[src/float_sqrt_magic_newton_macros.svh]
// Assertion macros shared by the float_sqrt_magic_newton RTL.
// Uses the clk and arst_n names of the including module; no other dependencies.
`ifndef FLOAT_SQRT_MAGIC_NEWTON_MACROS_SVH
`define FLOAT_SQRT_MAGIC_NEWTON_MACROS_SVH
`ifndef SYNTHESIS
// check on every edge outside reset
`define FSMN_ASSERT(lbl, prop, msg) \
	lbl: assert property (@(posedge clk) disable iff (!arst_n) prop) else $error(msg);
// check on every edge, reset included
`define FSMN_ASSERT_ALWAYS(lbl, prop, msg) \
	lbl: assert property (@(posedge clk) prop) else $error(msg);
`else
`define FSMN_ASSERT(lbl, prop, msg)
`define FSMN_ASSERT_ALWAYS(lbl, prop, msg)
`endif
`endif

[src/fsmn_delay.sv]
// Enabled delay line for operands that travel alongside the arithmetic units.
// No package dependencies.
module fsmn_delay #(
	parameter int W = 32,
	parameter int DEPTH = 1
) (
	input  logic         clk,
	input  logic         en,
	input  logic [W-1:0] d,
	output logic [W-1:0] q
);

	logic [W-1:0] dly_q [DEPTH];

	always_ff @(posedge clk) begin
		if (en) begin
			dly_q[0] <= d;
			for (int i = 1; i < DEPTH; i++) begin
				dly_q[i] <= dly_q[i-1];
			end
		end
	end

	assign q = dly_q[DEPTH-1];

endmodule

[config.mk]
export PLATFORM = sky130hd
export DESIGN_NAME = fsmn_delay
export DESIGN_NICKNAME = d
export VERILOG_FILES = /design/src/float_sqrt_magic_newton_macros.svh /design/src/fsmn_delay.sv
export SDC_FILE = /design/constraint.sdc
export NUM_CORES = 1
export LEC_CHECK = 0
export ABC_AREA = 1
export BUFFER_PORTS_ARGS = -buffer_cell sky130_fd_sc_hd__buf_2
export CORE_ASPECT_RATIO = 2
export CORE_MARGIN = 3
export CORE_UTILIZATION = 35
export DETAILED_ROUTE_END_ITERATION = 8
export MAX_ROUTING_LAYER = met4
export PLACE_DENSITY = 0.78
export REMOVE_ABC_BUFFERS = 1
export SYNTH_ARGS = -nofsm -noshare
export SYNTH_HDL_FRONTEND = slang
export SYNTH_SLANG_ARGS = --single-unit
[constraint.sdc]
create_clock -name clk -period 0.8 [get_ports clk]
set_clock_uncertainty 0.05 [all_clocks]
set_input_delay 0.04 -clock clk [delete_from_list [all_inputs] [get_ports clk]]
set_output_delay 0.04 -clock clk [all_outputs]
set_load 0.1 [all_outputs]
==> impl_metrics.csv <==
group,metric,value,unit
power_and_ir_drop,p_per_area,2240,nW/um^2
setup_path,crit_chain,"buf_12",
sta,rsz0062_at_grt,"yes",
cts,clk_pin_slew_worst_paths,0.07,ns
setup_path,path_max_fanout,1,
drt,drc_errors,0,
global_routing,grt_util_all_layers,0.217,
synth,yosysWarnings,0,
run_status,violations,"negative setup slack",
finish,fin_nets,172,
die,start_util,0.369,
cts,cts_setup_buffers,0,
global_routing,grt-busiest-layer,"met2",
cts,cts_resized,0,
power_and_ir_drop,irDropWorstVdd,1.71,mV
finish,multi_input_comb_cells,0,
cts,ctsLongestPathBuffers,2,
synth,yosysTopAreaCellShare,1.00,
synth,syn_area_per_cell,30.0,sq um
power_and_ir_drop,power,5.01,mW
finish,drive_gt1_frac,0.532,
finish,syn_to_final_growth,132,%
sta,finalSetupViolations,32,
power_and_ir_drop,internal_power,3.23,mW
synth,synth_top_area_cell,"edfxtp_1",
setup_path,startpoint_type,"flip-flop",
die,dieHeight,80.1,um
drt,vias_per_cell,4.53,
finish,multi_input_area,0,sq um
cts,clkSinkCount,32,
global_routing,grt_max_degree,26,
synth,yosys.cell_types.count,1,
synth,synth_area_leaders,"edfxtp_1 (100%)",
drt,ant_nets,0,
synth,syn-cell-area,961,sq um
sta,min_period,1.02,ns
drt,wl_per_cell,19.1,um
synth,synthCells,32,
sta,layout_setup_ws,-0.216,ns
power_and_ir_drop,p_seq_frac,0.422,
global_routing,use_met3,0.0538,
sta,max_slew_margin,0.895,
worst_hold_path,hold_class,"in2reg",
die,die_area,3450,sq um
setup_path,slowest_delay,0.44,ns
drt,totalWireLength,3190,um
finish,antenna_cells,0,
global_routing,overflow,0,
drt,first_iter_violations,32,
cts,cts_made_buffers,5,
power_and_ir_drop,pwr-share-comb,0.345,
sta,finalMaxSlewViolations,0,
power_and_ir_drop,p_sw_frac,0.354,
sta,tightest_slew,0.159,ns
power_and_ir_drop,power_switching,1.77,mW
placed_design,port_buffers,65,
finish,utilization,0.858,
finish,regMostFlops,"dly_q",
drt,vias,757,
flow_run,maxCapViolations,0,
power_and_ir_drop,power_leakage,0.937,nW
sta,setup_tns,-5.84,ns
drt,firstDrtPassIters,4,
sta,period_share,1.27,
cts,cts-root-buf,"clkbuf_8",
finish,largest_reg_flops,32,
global_routing,grt_pass1_wl,4710,um
sta,holdWs,0.133,ns
setup_path,cpLargestDelayFamily,"flip-flops",
die,ios,66,
global_routing,grt_use_met2,0.333,
cts,cts_tree,"yes",
setup_path,critPathKind,"reg2out",
die,die_x,43.1,um
global_routing,met1_usage,0.246,
synth,yosysSeqAreaShare,1.00,
setup_path,required,0.71,ns
cts,cts_max_level,2,
global_routing,antenna_found_initial,0,
run_status,outcome,"finished, violations left",
placed_design,gp_congestion,0.690,
die,coreArea,2600,sq um
setup_path,cp.arrival,0.93,ns
power_and_ir_drop,clkPwrFrac,0.232,
synth,synth-seq-cells,32,
global_routing,first_global_vias,901,
sta,hold_viol,0,
die,rows,26,
setup_path,end_kind,"output pin",
setup_path,slowest_stage,"edfxtp_1",
sta,fmax,984,MHz
setup_path,worst-path-buf-inv,1,
finish,largestRegisters,"dly_q (32)",
[cells by family after synthesis]
logic type,count (synthesis),share of synthesized area
DFF,32,1.00
[layout by cell type, fill, tap and decap left out]
cell           count
buf_12            33
buf_2             33
buf_4              1
clkbuf_8           5
clkinv_1           1
clkinv_2           2
dlygate4sd3_1     32
edfxtp_1          32
[what timing repair did]
| item | 4_1_cts | 5_1_grt |
|---|---|---|
| hold buffers | 32 | 0 |
| hold endpoints to repair | 32 | 0 |
| setup endpoints to repair | 32 | 32 |
| pin swaps | 0 | 0 |
[metal layers]
| metal | up-vias | wire length, um |
|---|---|---|
| li1 | 340 | - |
| met1 | 363 | 1140 |
| met2 | 46 | 1750 |
| met3 | 8 | 206 |
| met4 | 0 | 91 |
| met5 | - | 0 |
[area by class of cell]
type	count	area (sq um)
timing repair buffer	99	1150
fill	118	370
clock buffer	5	68.8
sequential	32	961
tap	28	35.0
clock inverter	3	13.8
[final timing paths]
path	from	end	slack, ns	cells past startpoint
worst max-delay path	dly_q[0][3]	q[3]	-0.22	1
worst min-delay path	en	dly_q[0][16]	0.13	2
[through the flow]
stage               instances  cell area (sq um)  worst slack, ns
floorplan                  32                961           -0.194
global placement          127               1830            0.118
detailed placement        127               1830            0.108
CTS                       167               2230           -0.201
global route              167               2230           -0.250
finish                    167               2230           -0.216
[power by group through the flow]
stage / Clock [mW] / Sequential (mW) / Combinational (mW)
6_report: 1.16 / 2.12 / 1.73
5_1_grt: 1.26 / 2.13 / 1.76
4_1_cts: 1.17 / 2.11 / 1.71
3_5_place_dp: 0 / 2.14 / 1.59
3_3_place_gp: 0 / 2.14 / 1.58
2_1_floorplan: 0 / 3.01 / 0
[Yosys cell counts (all sizes together)]
cell type	instances
edfxtp	32
(Power assumes the default switching activity.)
